--- src/llim_pkg.sv ---
// Shared constants and helpers for the lookahead brickwall limiter.
// Used by llim_div and lookahead_brickwall_limiter_top.
`default_nettype none
package llim_pkg;

  localparam int MAX_DELAY = 128;
  localparam int PTR_W     = $clog2(MAX_DELAY);
  localparam int DS_W      = 8;
  localparam int DIV_N     = 61;   // dividend / quotient width
  localparam int DIV_D     = 31;   // divisor width
  localparam int DIV_CW    = $clog2(DIV_N);

  localparam logic [30:0] ONE_Q30    = 31'd1073741824;
  localparam logic [30:0] TARGET_Q30 = 31'd1084479242;   // 1.01 in Q1.30
  localparam logic signed [31:0] CLIP_Q20 = 32'sd1048576000;

  localparam logic [1:0] PH_OFF  = 2'd0;
  localparam logic [1:0] PH_ATT  = 2'd1;
  localparam logic [1:0] PH_HOLD = 2'd2;
  localparam logic [1:0] PH_REL  = 2'd3;

  localparam logic [1:0] REG_LIMIT = 2'd0;
  localparam logic [1:0] REG_DELAY = 2'd1;
  localparam logic [1:0] REG_ALPHA = 2'd2;

  function automatic logic signed [31:0] clamp_sample(input logic signed [31:0] x);
    if (x > CLIP_Q20) return CLIP_Q20;
    else if (x < -CLIP_Q20) return -CLIP_Q20;
    else return x;
  endfunction

  function automatic logic [29:0] abs_sample(input logic signed [31:0] x);
    logic signed [31:0] n;
    n = -x;
    return (x < 0) ? n[29:0] : x[29:0];
  endfunction

endpackage
`default_nettype wire

--- src/llim_div.sv ---
// Restoring divider, one quotient bit per cycle, shared by the limiter sequencer.
// Depends on llim_pkg for widths.
`default_nettype none
module llim_div import llim_pkg::*; (
  input  wire logic              clk,
  input  wire logic              rst,
  input  wire logic              start,
  input  wire logic [DIV_N-1:0]  dividend,
  input  wire logic [DIV_D-1:0]  divisor,
  output logic                   done,
  output logic [DIV_N-1:0]       quotient
);

  logic              busy;
  logic [DIV_CW-1:0] cnt;
  logic [DIV_D-1:0]  rem;
  logic [DIV_D-1:0]  dsr;
  logic [DIV_D:0]    trial;
  logic [DIV_D:0]    diff;
  logic              qbit;

  always_comb begin
    trial = {rem, quotient[DIV_N-1]};
    diff  = trial - {1'b0, dsr};
    qbit  = (trial >= {1'b0, dsr});
  end

  always_ff @(posedge clk) begin
    if (rst) begin
      busy <= 1'b0;
      done <= 1'b0;
    end else begin
      done <= 1'b0;
      if (start) begin
        busy     <= 1'b1;
        rem      <= '0;
        dsr      <= divisor;
        quotient <= dividend;
        cnt      <= DIV_CW'(DIV_N - 1);
      end else if (busy) begin
        rem      <= qbit ? diff[DIV_D-1:0] : trial[DIV_D-1:0];
        quotient <= {quotient[DIV_N-2:0], qbit};
        if (cnt == '0) begin
          busy <= 1'b0;
          done <= 1'b1;
        end else begin
          cnt <= cnt - 1'b1;
        end
      end
    end
  end

endmodule
`default_nettype wire
--- config.mk ---
export PLATFORM = sky130hd
export DESIGN_NAME = llim_div
export DESIGN_NICKNAME = d
export VERILOG_FILES = /design/src/llim_pkg.sv /design/src/llim_div.sv
export SDC_FILE = /design/constraint.sdc
export NUM_CORES = 1
export LEC_CHECK = 0
export ABC_AREA = 1
export BUFFER_PORTS_ARGS = -buffer_cell sky130_fd_sc_hd__buf_2
export CORE_MARGIN = 8
export CORE_UTILIZATION = 30
export DETAILED_ROUTE_END_ITERATION = 6
export PLACE_DENSITY = 0.49
export SLEW_MARGIN = 20
export SYNTH_ARGS = -nofsm -noshare
export SYNTH_HDL_FRONTEND = slang
export SYNTH_SLANG_ARGS = --single-unit
export TNS_END_PERCENT = 50
--- constraint.sdc ---
create_clock -name clk -period 9.1 [get_ports clk]
set_clock_uncertainty 0.15 [all_clocks]
set_input_delay 0.91 -clock clk [delete_from_list [all_inputs] [get_ports clk]]
set_output_delay 0.91 -clock clk [all_outputs]
set_load 0.02 [all_outputs]
==> impl_metrics.ini, run 1 <==
[status]
status = finished, violations left
failed_checks = DRC

[hold_path]
hold_class = flip-flop to flip-flop

[synth]
ys_types = 35
synth_nets = 1153
synth-edff-count = 129
ys_warn_count = 0
synthCells = 1024
synth.avg_cell_area_sq_um = 7.79
async_reset_ff_share_pct = 0
synth_top_family_by_area = simple AND/OR/NAND/NOR gates
ys.flop_type = edfxtp_1
syn_area_sq_mm = 0.00798
synth_xor_area_share_pct = 1.54
yosysSeqAreaShare_pct = 49.1
synth.area.mux_share_pct = 0
synth_compound_area_share_pct = 3.25
yosys.area_share.simple_pct = 31.6
synth-seq-cells = 131
synth_fa_ha_area_share_pct = 5.43

[critical_path]
crit_end = cnt[1]
critPathMaxFanout = 68
r2r_slack_ps = 6080
worst-endpoint-required_ps = 9060
reg2reg_to = rem[23]
rr_worst_depth = 15
slowest_delay_ps = 570
cpMostUsedCell = buf_4
crit_type = input port to flip-flop
rr_startpoint = quotient[60]
end_kind = flip-flop
critPathLaunch = start
cp-start-kind = input port
slowest_stage = buf_4
path_cells = buf_2, buf_4, inv_2, a21oi_4, buf_4, o21a_1
worstPathArrival_ps = 3280

[clocking]
htreeDepth = 4
cts_tree = done
cts_sinks = 131
clk-insertion-delay-late_ps = 430
cts_buffers = 17
cts_buffer_depth = 2
postCtsResizedCells = 0
cts_hold_buffers = 0
root_buffer = clkbuf_16
post-cts-setup-buffer-count = 0
path_clk_slew_ps = 60

[drt]
wl_per_cell_microns = 14.3
wl_microns = 21800
viasPerCell = 4.38
via_count = 6690
drt_iter0_drc = 387
antenna_left = 0
detail_route.first_pass.iterations = 7
drc = 1

[grt]
grt_pass1_vias = 6901
grt_overflow = 0
grt_first_pass_wirelength_microns = 35400
antenna_found_initial = 4
grt_use_total_pct = 14.0
grt_max_degree = 69

[sta]
period_needed_ps = 3320
setup_viol = 0
max_freq_mhz = 301
setup_tns_ps = 0
fin_crit_sh_pct = 36.5
hold_viol = 0
maxSlewHeadroom_pct = 43.8
hold-worst-slack_ps = 363
worst_pin_slew_ps = 842
slew_violations = 0
rsz0062_at_grt = no

[power_and_ir_drop]
finalPower_mw = 1.91
p_per_area_mw_per_mm2 = 196
p_leak_nw = 4.97
vdd_drop_max_v = 0.000121

[final_layout]
fin_util_pct = 37.4
drive_above_1_share_pct = 19.1
fillers = 2663
nets = 1309
instances_no_fill = 1529
area_delta_synth_final_pct = 22.3

[die]
core_area_sq_mm = 0.0261
dieWidth_microns = 179
placementRows = 59
dieHeight_microns = 179
die_area_sq_mm = 0.0321
start_util_pct = 30.6
design.portCount = 157

[placement]
place_inst = 1495
dp.final_hpwl_microns = 16000
numPortBuffers = 156
routabilityCongestion = 0.866

[job]
maxCapViolations = 0
## power breakdown
part           internal (mW)  switching [mW]
registers              0.724          0.0229
clock network          0.420           0.313
logic                  0.146           0.288
total                   1.29           0.624
## worst min-delay path by stage
| stage | from | depth (start not counted) | slack, ps | to |
|---|---|---|---|---|
| after floorplan | busy | 2 | 270 | done |
| after global placement | busy | 2 | 360 | done |
| after detailed placement | busy | 2 | 350 | done |
| after CTS | busy | 2 | 360 | done |
| after global routing | busy | 2 | 390 | done |
| final | busy | 2 | 360 | done |
## per-stage QoR
stage | instance area [sq um] | setup WS [ps]
floorplan | 7980 | 2280
global placement | 9100 | 5120
detailed placement | 9100 | 5040
CTS | 9720 | 5500
global route | 9750 | 5550
finish | 9750 | 5780
## synthesized netlist by cell type (2+ instances only)
library cell / n / area [sq um]
a21oi_1: 22 / 110
a21oi_2: 3 / 26.3
and3_1: 2 / 12.5
buf_2: 4 / 20.0
buf_6: 3 / 33.8
clkbuf_1: 16 / 60.1
dfxtp_1: 2 / 40.0
edfxtp_1: 129 / 3870
ha_1: 33 / 413
inv_1: 151 / 567
inv_2: 8 / 30.0
nand2_1: 426 / 1600
nand2_2: 7 / 43.8
nand3_1: 34 / 170
nand3_2: 2 / 20.0
nand3b_1: 13 / 97.6
nand4_1: 7 / 43.8
nor2_1: 109 / 409
nor2_2: 3 / 18.8
nor2_4: 4 / 45.0
o21a_1: 2 / 15.0
o21ai_0: 3 / 15.0
o21ai_1: 17 / 85.1
xnor2_1: 2 / 17.5
xor2_1: 12 / 105
## logic make-up after synthesis
logic type | Yosys count
fa+ha+maj | 34
buf+inv | 184
simple gates | 613
compound gates | 48
flops | 131
xor+xnor | 14
## flip-flops by register name (all words and copies together) (netlist names)
signal / flops
busy: 1
quotient: 61
done: 1
cnt: 6
dsr: 31
rem: 31
## routing by layer
layer  GRT usage, %  up-vias  share of wire, %
li1               -     3513                 -
met1           18.7     2964                48
met2           21.6      183                44
met3           4.38       24               6.6
met4           3.82        6               1.3
met5              0        -              0.17
## final cells by class
| cell class | instances | area, sq um | share of cell area (%) |
|---|---|---|---|
| Sequential cell | 131 | 3910 | 40.1 |
| Multi-Input combinational cell | 709 | 3360 | 34.4 |
| Timing Repair Buffer | 161 | 838 | 8.60 |
| Inverter | 160 | 603 | 6.19 |
| Clock buffer | 17 | 425 | 4.36 |
| Tap cell | 335 | 419 | 4.30 |
| Clock inverter | 15 | 193 | 1.98 |
| Antenna cell | 1 | 2.50 | 0.0257 |
## placed cells by master, fill, tap and decap left out, types with 3 or more instances in the layout
master,instances
nand2_1,426
buf_2,156
inv_1,150
edfxtp_1,129
nor2_1,108
nand3_1,34
ha_1,33
a21oi_1,21
o21ai_1,17
clkbuf_16,17
nand3b_1,13
xor2_1,12
inv_2,9
nand2_2,7
nand4_1,7
inv_8,6
nor2_4,5
buf_4,4
o21ai_0,3
nor2_2,3
a21oi_2,3
clkinv_4,3
## critical path, delay by kind of cell
family / cells / cell delay [ps]
buffers and inverters: 4 / 1730
AO/OA/AOI/OAI: 2 / 600
Power figures use the tool's default switching activity.
==> run 2: changes to the inputs <==
Clock period 9.1 ns to 3.38 ns, I/O delays scaled along.
==> impl_metrics.ini, run 2 (synthesis results as in run 1) <==
[final_layout]
drive_above_1_share_pct = 18.7
regMostFlops = quotient
fillers = 2754
antennaDiodeCount = 0
largest_reg_flops = 61
nets = 1342
layout_commonest_cell = nand2_1
top_regs = quotient: 61 flops, dsr: 31 flops, rem: 31 flops
final_cell_mix = nand2_1 (426), buf_2 (156), inv_1 (150), edfxtp_1 (129), nor2_1 (108)
fin_util_pct = 38.6
area_delta_synth_final_pct = 26.2

[grt]
antenna_found_initial = 2
grt_overflow = 0
grt_use_total_pct = 14.2
grt_pass1_vias = 7140
grt_first_pass_wirelength_microns = 36100
grt_max_degree = 85

[drt]
via_count = 6919
drc = 0
drt_iter0_drc = 299
antenna_left = 0
detail_route.first_pass.iterations = 5
wl_microns = 22100
wl_per_cell_microns = 14.2
viasPerCell = 4.43

[placement]
dp.final_hpwl_microns = 16400
numPortBuffers = 156
routabilityCongestion = 0.888

[sta]
slew_violations = 0
period_needed_ps = 2860
maxSlewHeadroom_pct = 38.1
max_freq_mhz = 349
fin_crit_sh_pct = 84.7
rsz0062_at_grt = no
hold_viol = 0
setup_tns_ps = 0
worst_pin_slew_ps = 928
setup_viol = 0

[critical_path]
cp-start-kind = flip-flop
cp.buffers_inverters = 3
slowest_stage = fa_1
crit_family = simple AND/OR/NAND/NOR gates
worstPathArrival_ps = 2900
worst-endpoint-required_ps = 3420
path_cells = inv_1, ha_1, fa_1, inv_1, nand2_1, nand2_1, nand3_1, nand2_2, nand2_2, nand3_2, nand2_4, nand2_8, inv_4, nor2_1, nor2_1
critPathMaxFanout = 27
crit_type = flip-flop to flip-flop
path_depth = 15
rr_worst_depth = 15
end_kind = flip-flop
slowest_delay_ps = 410

[die]
dieHeight_microns = 179
start_util_pct = 30.6
die_area_sq_mm = 0.0321
placementRows = 59
core_area_sq_mm = 0.0261
dieWidth_microns = 179
design.portCount = 157

[power_and_ir_drop]
p_leak_nw = 5.10
p_comb_share_pct = 23.0
internal_power_mw = 3.51
p_per_area_mw_per_mm2 = 518
p_seq_share_pct = 38.5
p_switching_mw = 1.71
pwr-share-clk_pct = 38.5
finalPower_mw = 5.22
p_sw_share_pct = 32.8
vdd_drop_max_v = 0.000300

[hold_path]
hold_class = input port to flip-flop
holdPathStages = 3

[clocking]
cts_buffer_depth = 2
cts_buffers = 17
cts_tree = done
clk-insertion-delay-late_ps = 430
cts_sinks = 131
post-cts-setup-buffer-count = 0
postCtsResizedCells = 0
path_clk_slew_ps = 80
root_buffer = clkbuf_16
htreeDepth = 4

[status]
status = completed

[job]
maxCapViolations = 0
[run 2: cell types whose count changed in the layout (fill, tap and decap cells not counted)]
cell / previous run / this run
inv_8: 6 / 8
clkinv_2: 1 / 0
diode_2: 1 / 0
dlygate4sd3_1: 0 / 32
clkinvlp_4: 0 / 1
buf_4: 4 / 6
buf_16: 1 / 0
clkinv_4: 3 / 0
inv_6: 2 / 3
[run 2: final timing paths]
| kind | from | end | slack, ps |
|---|---|---|---|
| hold reg to reg | busy | done | 370 |
| hold / removal | dividend[45] | quotient[45] | 20 |
| setup / recovery | quotient[60] | rem[2] | 520 |
| setup reg to reg | quotient[60] | rem[2] | 520 |
[run 2: power by group through the flow]
stage	Sequential (mW)	Clock, mW	Combinational, mW
2_1_floorplan	2.09	0	0.786
4_1_cts	2.01	2.06	1.22
5_1_grt	2.02	2.11	1.37
6_report	2.01	2.01	1.20
3_5_place_dp	2.04	0	1.18
3_3_place_gp	2.04	0	1.18
[run 2: worst reg2reg max path, delay by kind of cell (launching register included)]
| kind | cells | cell delay (ps) |
|---|---|---|
| DFF | 1 | 370 |
| adders and majority gates | 2 | 630 |
| and+or+nand+nor | 10 | 1110 |
| buffers and inverters | 3 | 350 |
[run 2: timing repair]
action | CTS | global route
hold endpoints to repair | 32 | 0
endpoints found under the setup margin | 0 | 0
hold buffers | 32 | 0
[run 2: cell type report]
| type | count | area (sq um) | share of cell area (%) |
|---|---|---|---|
| Inverter | 160 | 603 | 5.99 |
| Sequential cell | 131 | 3910 | 38.9 |
| Clock buffer | 17 | 425 | 4.23 |
| Multi-Input combinational cell | 709 | 3360 | 33.3 |
| Tap cell | 335 | 419 | 4.17 |
| Timing Repair Buffer | 194 | 1150 | 11.4 |
| Clock inverter | 15 | 200 | 1.99 |
[run 2: metal layers]
metal,global-route usage [%],routed length [microns],vias to the layer above
met5,0,10,-
met4,3.58,239,2
met3,5.01,1610,20
met2,22.5,9870,189
met1,18.2,10400,3126
li1,-,-,3582
[run 2: metrics by stage]
stage / area (sq um) / hold WS, ps / setup slack (ps) / cells
3_5_place_dp: 9120 / 361 / 523 / 1497
3_3_place_gp: 9120 / 358 / 626 / 1497
4_1_cts: 10100 / 1.59 / 499 / 1561
5_1_grt: 10100 / 15.4 / 295 / 1561
2_1_floorplan: 7990 / 267 / 133 / 1024
6_report: 10100 / 17.9 / 519 / 1561
==> run 3: changes to the inputs <==
Settings changed: ABC_AREA 1 to 0, PLACE_DENSITY 0.49 to 0.51.
Clock period 3.38 ns to 2.6 ns, I/O delays scaled along.
==> impl_metrics.ini, run 3 <==
[final_layout]
fillers = 2142
top_regs = quotient: 61 flops, dsr: 31 flops, rem: 31 flops
layout_commonest_cell = buf_2
nets = 1104
drive_above_1_share_pct = 47.8
largest_reg_flops = 61
final_cell_mix = buf_2 (155), edfxtp_1 (129), buf_4 (112), dlygate4sd3_1 (87), mux2_2 (61)
regMostFlops = quotient
antennaDiodeCount = 0
area_delta_synth_final_pct = 58.7

[sta]
hold-worst-slack_ps = 27.5
worst_pin_slew_ps = 711
maxSlewHeadroom_pct = 52.6
rsz0062_at_grt = yes
fin_crit_sh_pct = 112
period_needed_ps = 2910
setup_ws_ps = -310
setup_tns_ps = -5570
slew_violations = 0
max_freq_mhz = 344
hold_viol = 0
setup_viol = 32

[clocking]
root_buffer = clkbuf_16
clk-insertion-delay-late_ps = 430
cts_sinks = 131
cts_buffer_depth = 2
htreeDepth = 4
cts_tree = done
cts_buffers = 17
path_clk_slew_ps = 70

[power_and_ir_drop]
p_leak_nw = 4.69
p_per_area_mw_per_mm2 = 637
vdd_drop_max_v = 0.000415

[synth]
yosysSeqAreaShare_pct = 54.4
synth_fa_ha_area_share_pct = 6.02
ys_types = 68
yosys.area_share.simple_pct = 10.6
synthCells = 602
synth-edff-count = 129
syn_area_sq_mm = 0.00719
synth.area.mux_share_pct = 10.5
ys_top_cells_by_area = edfxtp_1 (54%), mux2_2 (9.6%), ha_1 (5.7%), a21oi_1 (3.0%), nor2_1 (2.6%)
synth.most_common_cell = edfxtp_1
synth-seq-cells = 131
synth.avg_cell_area_sq_um = 11.9
synth_nets = 731
synth_top_cell_area_share_pct = 53.9
ys_warn_count = 0
synth_xor_area_share_pct = 2.19
yosys-top-cells-count = edfxtp_1 (129), mux2_2 (61), nor2_1 (49)
async_reset_ff_share_pct = 0
ys.flop_type = edfxtp_1
synth_compound_area_share_pct = 12.0
synth_top_area_cell = edfxtp_1
synth_top_family_by_area = compound AO/OA/AOI/OAI gates

[status]
status = finished, violations left
failed_checks = setup timing

[critical_path]
path_depth = 11
crit_family = compound AO/OA/AOI/OAI gates
slowest_stage = edfxtp_1
rr_worst_depth = 11
cp-start-kind = flip-flop
rr_startpoint = dsr[0]
crit_type = flip-flop to flip-flop
path_cells = ha_4, fa_2, nor2b_4, o31ai_4, a21o_2, o2111ai_4, a21oi_4, buf_6, buf_6, or3b_1, a21oi_1
slowest_delay_ps = 420
cp.buffers_inverters = 2
critPathLaunch = dsr[0]
r2r_slack_ps = -310
reg2reg_to = rem[17]
crit_end = rem[17]
end_kind = flip-flop
critPathMaxFanout = 7
worstPathArrival_ps = 3020
cpMostUsedCell = buf_6
worst-endpoint-required_ps = 2710

[drt]
viasPerCell = 4.65
detail_route.first_pass.iterations = 4
wl_microns = 21800
wl_per_cell_microns = 16.7
drt_iter0_drc = 234
drc = 0
antenna_left = 0
via_count = 6080

[grt]
grt_pass1_vias = 6688
grt_first_pass_wirelength_microns = 34800
antenna_found_initial = 0
grt_use_total_pct = 15.1
grt_overflow = 0
grt_max_degree = 78

[job]
maxCapViolations = 0

[die]
placementRows = 56
die_area_sq_mm = 0.0292
start_util_pct = 30.6
dieWidth_microns = 171
design.portCount = 157
dieHeight_microns = 171
core_area_sq_mm = 0.0235

[placement]
routabilityCongestion = 0.806
numPortBuffers = 156
dp.final_hpwl_microns = 15000

[hold_path]
worstHoldStart = dividend[6]
hold_class = input port to flip-flop
run 3: cell count changes after synthesis, sizes merged, moves of 9 or more:
| cell | delta |
|---|---|
| nand3b | -13 |
| nor2 | -67 |
| nand3 | -26 |
| a21oi | +21 |
| or3 | +9 |
| mux2 | +61 |
| a21o | +13 |
| inv | -115 |
| nand2 | -409 |
| xnor2 | +9 |
| nor3 | +12 |
run 3: how the worst min path moves through the flow:
stage / end / slack [ps] / cells past startpoint
3_5_place_dp: dsr[16] / 290 / 1
3_3_place_gp: dsr[18] / 290 / 1
5_1_grt: quotient[6] / 20 / 2
6_report: quotient[6] / 30 / 2
2_1_floorplan: busy / 180 / 1
4_1_cts: quotient[6] / 10 / 2
run 3: layout make-up:
cell class              instances  area (sq um)  area share [%]
clock buffers                  17           425            3.73
clock inverters                15           165            1.45
inverters                      47           176            1.55
multi-input cells             403          3590            31.4
flip-flops and latches        131          3910            34.3
well taps                     319           399            3.50
repair buffers                375          2750            24.1
run 3: logic make-up (layout without fill, tap and decap cells):
family / count (synthesis) / count (layout)
and+or+nand+nor: 151 / 151
AOI/OAI and AO/OA: 132 / 132
DFF: 131 / 131
muxes: 68 / 68
buffers and inverters: 68 / 454
adders and majority gates: 34 / 34
xor gates and xnor gates: 18 / 18
run 3: power breakdown:
group | internal [mW] | switching [mW]
clock | 1.37 | 1.09
sequential | 2.54 | 0.0922
combinational | 1.13 | 1.06
run 3: per-layer routing:
metal | wire length, microns | global-route usage, % | vias to the layer above
met3 | 1460 | 5.32 | 21
met1 | 9770 | 18.2 | 2885
met4 | 321 | 4.65 | 0
li1 | - | - | 3015
met5 | 0 | 0 | -
met2 | 10200 | 25.0 | 159
run 3: per-stage QoR:
stage | setup slack, ps | instances | util, % | area, sq um | power [mW]
2_1_floorplan | -275 | 602 | - | 7230 | 3.67
3_3_place_gp | -362 | 1170 | 39.1 | 9170 | 4.38
3_5_place_dp | -445 | 1170 | 39.1 | 9170 | 4.39
4_1_cts | -354 | 1296 | 47.3 | 11100 | 7.19
5_1_grt | -404 | 1307 | 48.6 | 11400 | 7.63
6_report | -310 | 1307 | 48.6 | 11400 | 7.27
run 3: timing repair:
| action | in CTS | in global routing |
|---|---|---|
| resized for setup | 78 | 43 |
| gates cloned | 0 | 1 |
| pin swaps | 40 | 25 |
| hold buffers | 87 | 0 |
| buffers inserted | 7 | 10 |
| endpoints found under the setup margin | 32 | 32 |
| endpoints found under the hold margin | 87 | 0 |
